**src/rgb_to_hsv_converter_defines.svh**
```systemverilog
// Assertion macros shared by the RGB to HSV converter RTL.
`ifndef RGB_TO_HSV_CONVERTER_DEFINES_SVH
`define RGB_TO_HSV_CONVERTER_DEFINES_SVH

// Check that an antecedent implies a consequent in the same cycle.
`define HSV_ASSERT_IMP(label, clk_sig, rstn_sig, ante, cons, msg) \
    label: assert property (@(posedge clk_sig) disable iff (!rstn_sig) (ante) |-> (cons)) \
        else $error(msg);

// Check that an antecedent implies a consequent in the next cycle.
`define HSV_ASSERT_NEXT(label, clk_sig, rstn_sig, ante, cons, msg) \
    label: assert property (@(posedge clk_sig) disable iff (!rstn_sig) (ante) |=> (cons)) \
        else $error(msg);

`endif

```
**src/hsv_pkg.sv**
```systemverilog
// Shared types and constants of the RGB to HSV converter.
`default_nettype none

package hsv_pkg;

    // Width of the hue field on the result channel.
    localparam int HUE_BITS = 15;

    // Degrees in one hue sector, and the integer bits that value needs.
    localparam int SIXTY_DEGREES   = 60;
    localparam int DEGREE_INT_BITS = 6;

    // Sector offsets in units of sixty degrees.
    localparam int GREEN_SECTORS = 2;
    localparam int BLUE_SECTORS  = 4;
    localparam int TURN_SECTORS  = 6;

    typedef enum logic [1:0] {
        SECTOR_RED,
        SECTOR_GREEN,
        SECTOR_BLUE
    } hsv_sector_t;

    // Per-pixel control carried along the divider chain.
    typedef struct packed {
        hsv_sector_t sector;
        logic        neg;    // channel difference is negative
        logic        grey;   // delta is zero: hue is zero
        logic        black;  // max is zero: saturation is zero
    } hsv_ctrl_t;

endpackage

`default_nettype wire

```
**src/hsv_pixel_if.sv**
```systemverilog
// Valid/ready channel carrying one RGB pixel.
`default_nettype none

interface hsv_pixel_if #(
    parameter int CHANNEL_BITS = 8
);
    logic                    valid;
    logic                    ready;
    logic [CHANNEL_BITS-1:0] red;
    logic [CHANNEL_BITS-1:0] green;
    logic [CHANNEL_BITS-1:0] blue;

    modport source (output valid, output red, output green, output blue, input ready);
    modport sink (input valid, input red, input green, input blue, output ready);
endinterface

`default_nettype wire

```
**src/hsv_result_if.sv**
```systemverilog
// Valid/ready channel carrying one HSV result.
`default_nettype none

interface hsv_result_if
    import hsv_pkg::*;
#(
    parameter int CHANNEL_BITS = 8
);
    logic                    valid;
    logic                    ready;
    logic [HUE_BITS-1:0]     hue;
    logic [CHANNEL_BITS-1:0] saturation;
    logic [CHANNEL_BITS-1:0] brightness;

    modport source (output valid, output hue, output saturation, output brightness,
                    input ready);
    modport sink (input valid, input hue, input saturation, input brightness,
                  output ready);
endinterface

`default_nettype wire

```
**src/hsv_front.sv**
```systemverilog
// Entry stage: max, min, sector and divider numerators of one pixel.
`default_nettype none

module hsv_front
    import hsv_pkg::*;
#(
    parameter int CHANNEL_BITS = 8,
    parameter int QUOT_BITS    = 12,
    parameter int SIXTY        = 3840
) (
    input  wire logic                    clk,
    input  wire logic                    rst_n,
    input  wire logic                    en,
    input  wire logic                    valid_in,
    input  wire logic [CHANNEL_BITS-1:0] red,
    input  wire logic [CHANNEL_BITS-1:0] green,
    input  wire logic [CHANNEL_BITS-1:0] blue,
    output logic                         valid_out,
    output hsv_ctrl_t                    ctrl_out,
    output logic [CHANNEL_BITS-1:0]      max_out,
    output logic [CHANNEL_BITS-1:0]      delta_out,
    output logic [CHANNEL_BITS-1:0]      sat_rem_out,
    output logic [QUOT_BITS-1:0]         sat_nq_out,
    output logic [CHANNEL_BITS-1:0]      hue_rem_out,
    output logic [QUOT_BITS-1:0]         hue_nq_out
);

    localparam int NumW    = CHANNEL_BITS + QUOT_BITS;
    localparam int ChanMax = (1 << CHANNEL_BITS) - 1;

    logic [CHANNEL_BITS-1:0] mx, mn, delta, dif_a, dif_b, mag;
    hsv_sector_t             sector;
    logic                    neg;
    logic [NumW-1:0]         sat_num, hue_num;

    logic                    valid_reg;
    hsv_ctrl_t               ctrl_reg;
    logic [CHANNEL_BITS-1:0] max_reg, delta_reg, sat_rem_reg, hue_rem_reg;
    logic [QUOT_BITS-1:0]    sat_nq_reg, hue_nq_reg;

    always_comb
    begin
        mx = red;
        if (green > mx) mx = green;
        if (blue > mx) mx = blue;
        mn = red;
        if (green < mn) mn = green;
        if (blue < mn) mn = blue;
        delta = mx - mn;

        // first largest channel wins ties
        priority if (red == mx)
        begin
            sector = SECTOR_RED;
            dif_a  = green;
            dif_b  = blue;
        end
        else if (green == mx)
        begin
            sector = SECTOR_GREEN;
            dif_a  = blue;
            dif_b  = red;
        end
        else
        begin
            sector = SECTOR_BLUE;
            dif_a  = red;
            dif_b  = green;
        end

        neg     = dif_a < dif_b;
        mag     = neg ? (dif_b - dif_a) : (dif_a - dif_b);
        sat_num = NumW'(delta) * NumW'(ChanMax);
        hue_num = NumW'(mag) * NumW'(SIXTY);
    end

    always_ff @(posedge clk or negedge rst_n)
    begin
        if (!rst_n)
        begin
            valid_reg <= 1'b0;
        end
        else if (en)
        begin
            valid_reg <= valid_in;
        end
    end

    always_ff @(posedge clk)
    begin
        if (en)
        begin
            ctrl_reg    <= '{sector: sector, neg: neg, grey: (delta == '0),
                             black: (mx == '0)};
            max_reg     <= mx;
            delta_reg   <= delta;
            sat_rem_reg <= sat_num[NumW-1:QUOT_BITS];
            sat_nq_reg  <= sat_num[QUOT_BITS-1:0];
            hue_rem_reg <= hue_num[NumW-1:QUOT_BITS];
            hue_nq_reg  <= hue_num[QUOT_BITS-1:0];
        end
    end

    assign valid_out   = valid_reg;
    assign ctrl_out    = ctrl_reg;
    assign max_out     = max_reg;
    assign delta_out   = delta_reg;
    assign sat_rem_out = sat_rem_reg;
    assign sat_nq_out  = sat_nq_reg;
    assign hue_rem_out = hue_rem_reg;
    assign hue_nq_out  = hue_nq_reg;

endmodule

`default_nettype wire

```
**src/hsv_div_cell.sv**
```systemverilog
// One restoring-division cell: resolve one quotient bit of both dividers.
`default_nettype none

module hsv_div_cell
    import hsv_pkg::*;
#(
    parameter int CHANNEL_BITS = 8,
    parameter int QUOT_BITS    = 12
) (
    input  wire logic                    clk,
    input  wire logic                    rst_n,
    input  wire logic                    en,
    input  wire logic                    valid_in,
    input  wire hsv_ctrl_t               ctrl_in,
    input  wire logic [CHANNEL_BITS-1:0] max_in,
    input  wire logic [CHANNEL_BITS-1:0] delta_in,
    input  wire logic [CHANNEL_BITS-1:0] sat_rem_in,
    input  wire logic [QUOT_BITS-1:0]    sat_nq_in,
    input  wire logic [CHANNEL_BITS-1:0] hue_rem_in,
    input  wire logic [QUOT_BITS-1:0]    hue_nq_in,
    output logic                         valid_out,
    output hsv_ctrl_t                    ctrl_out,
    output logic [CHANNEL_BITS-1:0]      max_out,
    output logic [CHANNEL_BITS-1:0]      delta_out,
    output logic [CHANNEL_BITS-1:0]      sat_rem_out,
    output logic [QUOT_BITS-1:0]         sat_nq_out,
    output logic [CHANNEL_BITS-1:0]      hue_rem_out,
    output logic [QUOT_BITS-1:0]         hue_nq_out
);

    // Remainder shifts in the next numerator bit; quotient bits fill from the bottom.
    logic [CHANNEL_BITS:0]   sat_trial, hue_trial, sat_diff, hue_diff;
    logic                    sat_ge, hue_ge;
    logic [CHANNEL_BITS-1:0] sat_rem_next, hue_rem_next;
    logic [QUOT_BITS-1:0]    sat_nq_next, hue_nq_next;

    logic                    valid_reg;
    hsv_ctrl_t               ctrl_reg;
    logic [CHANNEL_BITS-1:0] max_reg, delta_reg, sat_rem_reg, hue_rem_reg;
    logic [QUOT_BITS-1:0]    sat_nq_reg, hue_nq_reg;

    always_comb
    begin
        sat_trial    = {sat_rem_in, sat_nq_in[QUOT_BITS-1]};
        sat_diff     = sat_trial - {1'b0, max_in};
        sat_ge       = sat_trial >= {1'b0, max_in};
        sat_rem_next = sat_ge ? sat_diff[CHANNEL_BITS-1:0] : sat_trial[CHANNEL_BITS-1:0];
        sat_nq_next  = {sat_nq_in[QUOT_BITS-2:0], sat_ge};

        hue_trial    = {hue_rem_in, hue_nq_in[QUOT_BITS-1]};
        hue_diff     = hue_trial - {1'b0, delta_in};
        hue_ge       = hue_trial >= {1'b0, delta_in};
        hue_rem_next = hue_ge ? hue_diff[CHANNEL_BITS-1:0] : hue_trial[CHANNEL_BITS-1:0];
        hue_nq_next  = {hue_nq_in[QUOT_BITS-2:0], hue_ge};
    end

    always_ff @(posedge clk or negedge rst_n)
    begin
        if (!rst_n)
        begin
            valid_reg <= 1'b0;
        end
        else if (en)
        begin
            valid_reg <= valid_in;
        end
    end

    always_ff @(posedge clk)
    begin
        if (en)
        begin
            ctrl_reg    <= ctrl_in;
            max_reg     <= max_in;
            delta_reg   <= delta_in;
            sat_rem_reg <= sat_rem_next;
            sat_nq_reg  <= sat_nq_next;
            hue_rem_reg <= hue_rem_next;
            hue_nq_reg  <= hue_nq_next;
        end
    end

    assign valid_out   = valid_reg;
    assign ctrl_out    = ctrl_reg;
    assign max_out     = max_reg;
    assign delta_out   = delta_reg;
    assign sat_rem_out = sat_rem_reg;
    assign sat_nq_out  = sat_nq_reg;
    assign hue_rem_out = hue_rem_reg;
    assign hue_nq_out  = hue_nq_reg;

endmodule

`default_nettype wire

```
**src/hsv_skid.sv**
```systemverilog
// Output register with one skid entry; upstream ready is registered.
`default_nettype none

module hsv_skid #(
    parameter int DATA_BITS = 31
) (
    input  wire logic                 clk,
    input  wire logic                 rst_n,
    input  wire logic                 push_valid,
    input  wire logic [DATA_BITS-1:0] push_data,
    output logic                      push_ready,
    output logic                      out_valid,
    output logic [DATA_BITS-1:0]      out_data,
    input  wire logic                 out_ready
);

    logic                 o_valid_reg, s_valid_reg;
    logic [DATA_BITS-1:0] o_data_reg, s_data_reg;
    logic                 push;

    assign push = push_valid && !s_valid_reg;

    always_ff @(posedge clk or negedge rst_n)
    begin
        if (!rst_n)
        begin
            o_valid_reg <= 1'b0;
            s_valid_reg <= 1'b0;
        end
        else if (!o_valid_reg || out_ready)
        begin
            // output slot frees: drain the skid entry first
            if (s_valid_reg)
            begin
                o_valid_reg <= 1'b1;
                s_valid_reg <= 1'b0;
            end
            else
            begin
                o_valid_reg <= push;
            end
        end
        else if (push)
        begin
            s_valid_reg <= 1'b1;
        end
    end

    always_ff @(posedge clk)
    begin
        if (!o_valid_reg || out_ready)
        begin
            o_data_reg <= s_valid_reg ? s_data_reg : push_data;
        end
        else if (push)
        begin
            s_data_reg <= push_data;
        end
    end

    assign push_ready = !s_valid_reg;
    assign out_valid  = o_valid_reg;
    assign out_data   = o_data_reg;

endmodule

`default_nettype wire

```
**src/rgb_to_hsv_converter.sv**
```systemverilog
// Top level of the pipelined RGB to HSV converter.
//
// Channels: pixel (sink) takes one RGB pixel per beat; result (source) gives
// hue, saturation and brightness (the largest channel) for that pixel, in order.
// Hue counts 2^-HUE_FRACTION_BITS degree units (1/64 degree by default).
// Throughput: one pixel per clock cycle, sustained, as long as result.ready
// stays high. Each cell of the divider chain resolves one quotient bit of both
// divisions (saturation and hue term) and hands on its remainder unless stalled.
// Path: one entry stage, one cell per quotient bit and one output register
// from pixel beat to result beat, where QuotBits = max(CHANNEL_BITS,
// HUE_FRACTION_BITS + 6) is the number of quotient bits.
// Stall: when result.ready drops, a skid entry catches the pixel already in
// flight; pixel.ready then falls on the next cycle and the whole pipeline
// holds. pixel.ready comes from a register, never from result.ready.
// Reset: rst_n clears all valid flags; no pixel is in flight after reset and
// pixel.ready is high from the first cycle on.
`default_nettype none

`include "rgb_to_hsv_converter_defines.svh"

module rgb_to_hsv_converter
    import hsv_pkg::*;
#(
    parameter int CHANNEL_BITS      = 8,
    parameter int HUE_FRACTION_BITS = 6
) (
    input  wire logic    clk,
    input  wire logic    rst_n,
    hsv_pixel_if.sink    pixel,
    hsv_result_if.source result
);

    localparam int Sixty     = SIXTY_DEGREES << HUE_FRACTION_BITS;
    localparam int BaseGreen = GREEN_SECTORS * Sixty;
    localparam int BaseBlue  = BLUE_SECTORS * Sixty;
    localparam int FullTurn  = TURN_SECTORS * Sixty;
    localparam int QuotBits  = (CHANNEL_BITS > HUE_FRACTION_BITS + DEGREE_INT_BITS) ?
                               CHANNEL_BITS : HUE_FRACTION_BITS + DEGREE_INT_BITS;
    localparam int HueW      = $clog2(FullTurn + 1);
    localparam int HueW2     = (HueW > HUE_BITS) ? HueW : HUE_BITS;
    localparam int ArithW    = (HueW2 > QuotBits) ? HueW2 : QuotBits;
    localparam int DataW     = HUE_BITS + 2 * CHANNEL_BITS;

    // Stage 0 is the entry stage; stage k holds k resolved quotient bits.
    logic                    valid_s   [QuotBits+1];
    hsv_ctrl_t               ctrl_s    [QuotBits+1];
    logic [CHANNEL_BITS-1:0] max_s     [QuotBits+1];
    logic [CHANNEL_BITS-1:0] delta_s   [QuotBits+1];
    logic [CHANNEL_BITS-1:0] sat_rem_s [QuotBits+1];
    logic [QuotBits-1:0]     sat_nq_s  [QuotBits+1];
    logic [CHANNEL_BITS-1:0] hue_rem_s [QuotBits+1];
    logic [QuotBits-1:0]     hue_nq_s  [QuotBits+1];

    logic                    pipe_ready;
    hsv_ctrl_t               ctrl_last;
    logic [ArithW-1:0]       term, base, hue_wide;
    logic [CHANNEL_BITS-1:0] sat_final;
    logic [DataW-1:0]        push_data, out_data;

    // Whole pipeline advances together; the skid entry absorbs one stall beat.
    assign pixel.ready = pipe_ready;

    hsv_front #(
        .CHANNEL_BITS (CHANNEL_BITS),
        .QUOT_BITS    (QuotBits),
        .SIXTY        (Sixty)
    ) u_front (
        .clk         (clk),
        .rst_n       (rst_n),
        .en          (pipe_ready),
        .valid_in    (pixel.valid),
        .red         (pixel.red),
        .green       (pixel.green),
        .blue        (pixel.blue),
        .valid_out   (valid_s[0]),
        .ctrl_out    (ctrl_s[0]),
        .max_out     (max_s[0]),
        .delta_out   (delta_s[0]),
        .sat_rem_out (sat_rem_s[0]),
        .sat_nq_out  (sat_nq_s[0]),
        .hue_rem_out (hue_rem_s[0]),
        .hue_nq_out  (hue_nq_s[0])
    );

    for (genvar k = 0; k < QuotBits; k++)
    begin : g_cell
        hsv_div_cell #(
            .CHANNEL_BITS (CHANNEL_BITS),
            .QUOT_BITS    (QuotBits)
        ) u_cell (
            .clk         (clk),
            .rst_n       (rst_n),
            .en          (pipe_ready),
            .valid_in    (valid_s[k]),
            .ctrl_in     (ctrl_s[k]),
            .max_in      (max_s[k]),
            .delta_in    (delta_s[k]),
            .sat_rem_in  (sat_rem_s[k]),
            .sat_nq_in   (sat_nq_s[k]),
            .hue_rem_in  (hue_rem_s[k]),
            .hue_nq_in   (hue_nq_s[k]),
            .valid_out   (valid_s[k+1]),
            .ctrl_out    (ctrl_s[k+1]),
            .max_out     (max_s[k+1]),
            .delta_out   (delta_s[k+1]),
            .sat_rem_out (sat_rem_s[k+1]),
            .sat_nq_out  (sat_nq_s[k+1]),
            .hue_rem_out (hue_rem_s[k+1]),
            .hue_nq_out  (hue_nq_s[k+1])
        );
    end

    // Assemble the hue from the sector base and the quotient term.
    assign ctrl_last = ctrl_s[QuotBits];
    assign term      = ArithW'(hue_nq_s[QuotBits]);

    always_comb
    begin
        unique case (ctrl_last.sector)
            SECTOR_RED:   base = '0;
            SECTOR_GREEN: base = ArithW'(BaseGreen);
            SECTOR_BLUE:  base = ArithW'(BaseBlue);
            default:      base = '0;
        endcase

        priority if (ctrl_last.grey)
        begin
            hue_wide = '0;
        end
        else if (!ctrl_last.neg)
        begin
            hue_wide = base + term;
        end
        else if (ctrl_last.sector == SECTOR_RED)
        begin
            // wrap below zero degrees; a zero term stays at zero
            hue_wide = (term == '0) ? '0 : ArithW'(FullTurn) - term;
        end
        else
        begin
            hue_wide = base - term;
        end

        // quotient never exceeds the channel maximum
        sat_final = ctrl_last.black ? '0 : sat_nq_s[QuotBits][CHANNEL_BITS-1:0];
    end

    assign push_data = {hue_wide[HUE_BITS-1:0], sat_final, max_s[QuotBits]};

    hsv_skid #(
        .DATA_BITS (DataW)
    ) u_skid (
        .clk        (clk),
        .rst_n      (rst_n),
        .push_valid (valid_s[QuotBits] && pipe_ready),
        .push_data  (push_data),
        .push_ready (pipe_ready),
        .out_valid  (result.valid),
        .out_data   (out_data),
        .out_ready  (result.ready)
    );

    assign result.hue        = out_data[DataW-1:2*CHANNEL_BITS];
    assign result.saturation = out_data[2*CHANNEL_BITS-1:CHANNEL_BITS];
    assign result.brightness = out_data[CHANNEL_BITS-1:0];

    // A full skid entry means a result is waiting at the output.
    `HSV_ASSERT_IMP(a_skid_full_has_output, clk, rst_n, !pipe_ready, result.valid, "skid full without a waiting result")

    // The pipeline only freezes after the output stalled with a result.
    `HSV_ASSERT_IMP(a_freeze_after_stall, clk, rst_n, $fell(pipe_ready), $past(result.valid && !result.ready), "pipeline froze without an output stall")

    // Zero saturation means a grey pixel, whose hue is zero.
    `HSV_ASSERT_IMP(a_grey_hue_zero, clk, rst_n, result.valid && (result.saturation == '0), result.hue == '0, "grey pixel with nonzero hue")

endmodule

`default_nettype wire

```
**src/flat_wrapper.sv**
```systemverilog
// flat-port wrapper written by rule: the top's interface ports become plain ports
module rgb_to_hsv_converter_flat import hsv_pkg::*;
#(
    parameter int CHANNEL_BITS      = 8,
    parameter int HUE_FRACTION_BITS = 6
)
  (clk, rst_n, pixel_valid, pixel_red, pixel_green, pixel_blue, pixel_ready, result_valid, result_hue, result_saturation, result_brightness, result_ready);
  hsv_pixel_if #(.CHANNEL_BITS(CHANNEL_BITS)) pixel_i ();
  hsv_result_if #(.CHANNEL_BITS(CHANNEL_BITS)) result_i ();
  input  wire logic clk;
  input  wire logic rst_n;
  input wire logic [$bits(pixel_i.valid)-1:0] pixel_valid;
  input wire logic [$bits(pixel_i.red)-1:0] pixel_red;
  input wire logic [$bits(pixel_i.green)-1:0] pixel_green;
  input wire logic [$bits(pixel_i.blue)-1:0] pixel_blue;
  output wire logic [$bits(pixel_i.ready)-1:0] pixel_ready;
  output wire logic [$bits(result_i.valid)-1:0] result_valid;
  output wire logic [$bits(result_i.hue)-1:0] result_hue;
  output wire logic [$bits(result_i.saturation)-1:0] result_saturation;
  output wire logic [$bits(result_i.brightness)-1:0] result_brightness;
  input wire logic [$bits(result_i.ready)-1:0] result_ready;
  assign pixel_i.valid = pixel_valid;
  assign pixel_i.red = pixel_red;
  assign pixel_i.green = pixel_green;
  assign pixel_i.blue = pixel_blue;
  assign pixel_ready = pixel_i.ready;
  assign result_valid = result_i.valid;
  assign result_hue = result_i.hue;
  assign result_saturation = result_i.saturation;
  assign result_brightness = result_i.brightness;
  assign result_i.ready = result_ready;
  rgb_to_hsv_converter #(.CHANNEL_BITS(CHANNEL_BITS), .HUE_FRACTION_BITS(HUE_FRACTION_BITS)) u_core (.clk(clk), .rst_n(rst_n), .pixel(pixel_i), .result(result_i));
endmodule
```
**config.mk**
```make
export PLATFORM = sky130hd
export DESIGN_NAME = rgb_to_hsv_converter_flat
export DESIGN_NICKNAME = d
export VERILOG_FILES = /design/src/hsv_pkg.sv /design/src/hsv_pixel_if.sv /design/src/hsv_result_if.sv /design/src/hsv_front.sv /design/src/hsv_div_cell.sv /design/src/hsv_skid.sv /design/src/rgb_to_hsv_converter.sv /design/src/flat_wrapper.sv
export VERILOG_INCLUDE_DIRS = /design/src /design/src/src
export SDC_FILE = /design/constraint.sdc
export NUM_CORES = 2
export LEC_CHECK = 0
export ABC_CLOCK_PERIOD_IN_PS = 24600
export BUFFER_PORTS_ARGS = -buffer_cell sky130_fd_sc_hd__buf_2
export CAP_MARGIN = 20
export CORE_MARGIN = 2
export CORE_UTILIZATION = 55
export CTS_CLUSTER_DIAMETER = 30
export CTS_CLUSTER_SIZE = 14
export DETAILED_ROUTE_END_ITERATION = 12
export HOLD_SLACK_MARGIN = 0.03
export PLACE_DENSITY = 0.67
export SYNTH_ARGS = -nofsm -noshare
export SYNTH_HDL_FRONTEND = slang
export SYNTH_SLANG_ARGS = --single-unit
```
**constraint.sdc**
```tcl
create_clock -name clk -period 24.6 [get_ports clk]
set_input_delay 1.23 -clock clk [delete_from_list [all_inputs] [get_ports clk]]
set_output_delay 1.23 -clock clk [all_outputs]
set_load 0.005 [all_outputs]
```
Word level (Yosys, flattened, before mapping)

Index checks and enable logic that the tools add are counted.
Widths: inputs -> output; s select.

Equality and inequality tests: 4
Reductions and logical operators: 11
Bitwise logic cells: 1
Multiplexer cells: 42
Multipliers: 2
Order comparisons: 29
$add $sub $neg: 28

Operator list:

| kind                   | number |
|---|---|
| $mux 8                 | 31 |
| $ge 9x8->1             | 23 |
| $sub 8x8->8            | 24 |
| $mux 15                | 4 |
| $mux 31                | 1 |
| $pmux 14 s2            | 1 |
| $lt 8x8->1             | 3 |
| $eq 8x8->1             | 2 |
| $gt 8x8->1             | 2 |
| $logic_not 8->1        | 2 |
| $mul 8x8->16 const B   | 1 |
| $add 14x12->15         | 1 |
| $logic_not 15->1       | 1 |
| $sub 14x12->15         | 1 |
| $sub 15x12->15 const A | 1 |
| $mul 8x4->12 const B   | 1 |
| $ge 5x8->1             | 1 |
| $sub 5x8->8            | 1 |
| $mux 5                 | 1 |
| $mux 1                 | 3 |
| $eq 2x1->1 const B     | 1 |
| $eq 2x2->1 const B     | 1 |
| $logic_and 1x1->1      | 2 |
| $logic_not 1->1        | 2 |
| 6 further kinds        | 6 |

Input port bits: 28
Output and inout port bits: 33
Bits in registers: 770

Logic depth before layout (Yosys ltp)

Depth after elaboration: 10
Depth in mapped cells: 49
Mapped depth without buffers: 45

Modules after synthesis

Synthesis repeated with hierarchy kept, for this count alone.

Cell total of the unflattened synthesis: 3,234
Area, all modules: 44,154.8 um^2

By module, submodules not included:

| module                                      | area each (um^2) | cells each | times used | seq. area each (um^2) |
|---|---|---|---|---|
| hsv_div_cell at u_core.g_cell[0].u_cell ... | 2,839.0          | 192        | 8          | 1,856.8 |
| hsv_div_cell at u_core.g_cell[4].u_cell ... | 2,815.2          | 189        | 3          | 1,856.8 |
| hsv_front                                   | 6,774.0          | 692        | 1          | 1,466.4 |
| hsv_div_cell at u_core.g_cell[3].u_cell     | 2,841.5          | 196        | 1          | 1,856.8 |
| hsv_skid                                    | 2,457.4          | 105        | 1          | 1,911.8 |
| rgb_to_hsv_converter                        | 924.6            | 138        | 1          | 0.0 |

Worst setup path after synthesis

No wires, ideal clock.

Path type: reg2reg
From: register u_core.u_skid.s_valid_reg
To: register u_core.u_skid.o_data_reg[10], in the netlist u_core.u_skid.out_data[10] (data pin)
Arrival: 20.551 ns
Data required time: 24.342 ns
Stages on the path, launching flop included: 5
Setup time: 0.258 ns
Path slack: 3.791 ns
Period minus slack after synthesis: 20.809 ns
Cells stage by stage: dfrtp_1 > clkbuf_1 > inv_1 > buf_1 > mux2_2

Longest elaborated chain between the ends: 1

Ends and longest elaborated chain:

| what                     | line           | text |
|---|---|---|
| start: declaration       | hsv_skid.sv:17 | `logic o_valid_reg, s_valid_reg;` |
| start signal: assignment | hsv_skid.sv:28 | `s_valid_reg <= 1'b0;` |
| start signal: assignment | hsv_skid.sv:36 | `s_valid_reg <= 1'b0;` |
| start signal: assignment | hsv_skid.sv:45 | `s_valid_reg <= 1'b1;` |
| $mux 31                  | hsv_skid.sv:53 | `o_data_reg <= s_valid_reg ? s_data_reg : push_data;` |
| end signal: assignment   | hsv_skid.sv:53 |  |
| end: declaration         | hsv_skid.sv:18 | `logic [DATA_BITS-1:0] o_data_reg, s_data_reg;` |

Every way passes these cells.
A chain may end at the register's enable or synchronous reset.

Worst setup path after layout

From: input port pixel_red[4]
To: register u_core.u_front.hue_rem_reg[7], in the netlist u_core.u_front.hue_rem_out[7] (data pin)

Longest elaborated chain between the ends: 10
Elaborated cells between the ends (all ways): 15
Classes of those cells: 2 x add/sub; 1 x mul; 3 x order compare; 2 x eq/ne; 7 x mux

Ends and longest elaborated chain:

| what                                             | line                             | text |
|---|---|---|
| start: declaration                               | flat_wrapper.sv:13               | `input wire logic [$bits(pixel_i.red)-1:0] pixel_red;` |
| $gt 8x8->1                                       | hsv_front.sv:44                  | `if (green > mx) mx = green;` |
| $mux 8                                           | hsv_front.sv:44                  |  |
| $gt 8x8->1                                       | hsv_front.sv:45                  | `if (blue > mx) mx = blue;` |
| $mux 8                                           | hsv_front.sv:45                  |  |
| $eq 8x8->1                                       | hsv_front.sv:58                  | `else if (green == mx)` |
| $mux 8                                           | hsv_front.sv:58                  |  |
| $mux 8                                           | hsv_front.sv:52                  | `priority if (red == mx)` |
| $sub 8x8->8 / $lt 8x8->1 (equally long branches) | hsv_front.sv:72, hsv_front.sv:71 |  |
| $mux 8 (*)                                       | hsv_front.sv:72                  | `mag = neg ? (dif_b - dif_a) : (dif_a - dif_b);` |
| $mul 8x4->12 (*)                                 | hsv_front.sv:74                  | `hue_num = NumW'(mag) * NumW'(SIXTY);` |
| via u_core.u_front.hue_num[19]                   | hsv_front.sv:34                  | `logic [NumW-1:0] sat_num, hue_num;` |
| end signal: assignment                           | hsv_front.sv:99                  | `hue_rem_reg <= hue_num[NumW-1:QUOT_BITS];` |
| end: declaration                                 | hsv_front.sv:38                  | `logic [CHANNEL_BITS-1:0] max_reg, delta_reg, sat_rem_reg, hue_rem_reg;` |

Mark *: on every way through the listed nets, which the timed path passes. The rest lies on a longest branch.

==> impl_metrics.yaml <==
run_status:
  status: "complete, no violations"
hold_path:
  hp-class: "reg -> reg"
  worstHoldStart: "u_core.g_cell[5].u_cell.ctrl_out[3]$_DFFE_PN_"
timing:
  fmax_mhz: 85.04
  setup-tns-final_ns: 0
  slew-limit-headroom_pct: 31.47
  clock_skew_ns: 0.04784
  hold_viol: 0
  setup_ws_ns: 12.84
  worst_slew_pin_slew_ns: 1.028
  setup_violations: 0
  slew_violations: 0
  rsz0062_at_grt: "false"
  period_minus_slack_ns: 11.76
  fin_crit_sh_pct: 47.80
global_routing:
  overflow: 0
  antenna_found_initial: 0
  grt_pass1_wl_mm: 110.3
  grt_max_degree: 182
  grt_use_total_pct: 19.59
  grt_pass1_vias: 22940
clock_tree:
  cts_buffers: 131
  cts_tree: "done"
  htreeDepth: 4
  postCtsHoldBufs: 0
  clockBufferDepth: 3
  clkSinkCount: 720
  cts_setup_buffers: 0
  clkTransAtPathRegs_ns: 0.06
  cts-root-buf: "clkbuf_16"
  postCtsResizedCells: 0
  clock_latency_ns: 0.72
floorplanning:
  die-width_um: 263.8
  core_sq_um: 67040
  placementRows: 95
  die_h_um: 263.8
  dieArea_sq_um: 69590
  initial_core_util_pct: 55.37
  boundaryPins: 61
flow_run:
  drv_cap: 0
critical_path:
  worstSetupPathType: "in -> reg"
  cp_slowest_stage_delay_ns: 0.68
  crit_fanout: 46
  cp_slowest_cell: "nor2_1"
  end_kind: "register"
  worstReg2RegStart: "u_core.u_skid.s_valid_reg$_DFFE_PN0P_"
  cp.arrival_ns: 12.22
  cp_data_required_time_ns: 25.06
  worst_path_most_repeated_cell: "a21oi_1"
  startpoint: "pixel_red[4]"
  start_kind: "primary input"
route:
  drtIter0Drc: 1283
  viasPerCell: 5.407
  wire_per_inst_um: 16.21
  vias: 22300
  firstDrtPassIters: 5
  detail-route-antenna-nets: 0
  wirelength_mm: 66.87
  route.detailed.drc: 0
cells_and_area:
  final_util_pct: 64.11
  areaGrowthSynthToFinish_pct: 15.77
  multiInputGateArea_sq_um: 13600
  num-fill-cells: 4971
  largest_register_ffs: 96
  antenna_cells: 0
  drive_above_1_share_pct: 11.04
  nets: 3540
  regArea_sq_um: 21550
yosys:
  synth.area.top_cells: "edfxtp_1, ha_1, inv_1"
  async_reset_ff_share_pct: 2.083
  synth_top_area_share_pct: 57.03
  synth_seq_area_share_pct: 58.04
  ys_types: 79
  yosys_warnings: 0
  ys.flop_type: "edfxtp_1"
  syn_area_per_cell_sq_um: 12.39
  yosysTopAreaCell: "edfxtp_1"
  synthesis.nets: 3390
  synth_edf_count: 705
  synth_seq_cells: 720
  synth_area_sq_um: 37120
  synth_cells: 2995
placed_design:
  place_ws_ns: 12.16
  hpwl_mm: 47.77
  port_buffers: 60
  place.gp.congestion: 0.8563
-- worst paths after layout --
check,to,slack [ns],depth (start not counted)
worst max-delay path,u_core.u_front.hue_rem_out[7]$_DFFE_PN_,12.84,44
worst min-delay path,u_core.g_cell[6].u_cell.ctrl_out[3]$_DFFE_PN_,0.38,0
worst max register to register,u_core.u_front.delta_out[0]$_DFFE_PN_,20.03,5
worst min register to register,u_core.g_cell[6].u_cell.ctrl_out[3]$_DFFE_PN_,0.38,0
max in group asynchronous,u_core.u_skid.out_valid$_DFFE_PN0N_,23.91,1
min in group asynchronous,u_core.g_cell[7].u_cell.valid_out$_DFFE_PN0N_,0.43,1
-- area by class of cell --
type / count / area share (%)
sequential: 720 / 50.13
multi-input combinational: 1760 / 31.65
clock buffer: 141 / 7.765
inverter: 457 / 4.009
clock inverter: 99 / 2.900
tap: 873 / 2.542
timing repair buffer: 75 / 0.9986
-- stage by stage --
step / cell area (sq um) / hold slack (ns) / instances
final: 42980 / 0.3776 / 4125
after global routing: 42980 / 0.3981 / 4125
after CTS: 42980 / 0.3852 / 4125
after detailed placement: 38390 / 0.4045 / 3885
after global placement: 38370 / 0.4004 / 3883
after floorplan: 37120 / 0.4003 / 2995
-- synth_stat cells (24+ instances only) --
cell type,instances
edfxtp_1,705
inv_1,456
ha_1,301
o21ai_0,253
nand2_1,204
a21oi_1,146
nor2_1,123
nor2b_1,73
xor2_1,72
fa_1,66
o31ai_1,58
xnor2_1,56
a21o_1,48
clkbuf_1,42
nand4_1,39
mux2_2,36
mux2i_1,27
and3_1,26
nand2b_1,25
a21boi_0,24
-- per-layer routing --
metal	global-route usage (%)	vias up	wire [um]	share of wire, %
met5	0	-	0	0
met4	6.956	0	1497	2.2
met3	3.868	120	2167	3.2
met2	36.43	351	35680	53
met1	22.34	10820	27520	41
li1	-	11010	-	-
-- placed cells by master, fill, tap and decap left out, types with 15 or more instances in the layout --
| cell | netlist | layout |
|---|---|---|
| edfxtp_1 | 705 | 705 |
| inv_1 | 456 | 455 |
| ha_1 | 301 | 301 |
| o21ai_0 | 253 | 253 |
| nand2_1 | 204 | 204 |
| a21oi_1 | 146 | 146 |
| clkbuf_16 | 0 | 132 |
| nor2_1 | 123 | 123 |
| nor2b_1 | 73 | 73 |
| xor2_1 | 72 | 72 |
| fa_1 | 66 | 66 |
| buf_2 | 5 | 60 |
| o31ai_1 | 58 | 58 |
| xnor2_1 | 56 | 56 |
| a21o_1 | 48 | 48 |
| nand4_1 | 39 | 39 |
| mux2_2 | 36 | 36 |
| mux2i_1 | 27 | 27 |
| and3_1 | 26 | 26 |
| nand2b_1 | 25 | 25 |
| a21boi_0 | 24 | 24 |
| or4_1 | 22 | 22 |
| o21bai_1 | 20 | 20 |
| clkinv_2 | 0 | 20 |
| nand3_1 | 18 | 18 |
| o211a_1 | 18 | 18 |
| bufinv_16 | 0 | 15 |
| dfrtp_1 | 15 | 15 |
-- worst max-delay path, delay by kind of cell --
kind            cells  cell delay (ns)
compound gates     19             4.24
xor+xnor            2             0.60
fa+ha+maj           6             2.30
buf+inv             5             0.92
simple gates       12             2.85
-- cells by family after synthesis --
group                      after synthesis  share of synthesized area [%]
DFF                                    720                          58.04
AOI/OAI and AO/OA                      636                          10.61
and+or+nand+nor                        566                          7.442
buffers and inverters                  515                          5.362
adders and majority gates              367                          13.70
xor gates and xnor gates               128                          3.020
muxes                                   63                          1.820
Power is not shown: default switching activity piles up to over one toggle a cycle in this logic, so the estimate is an artifact.
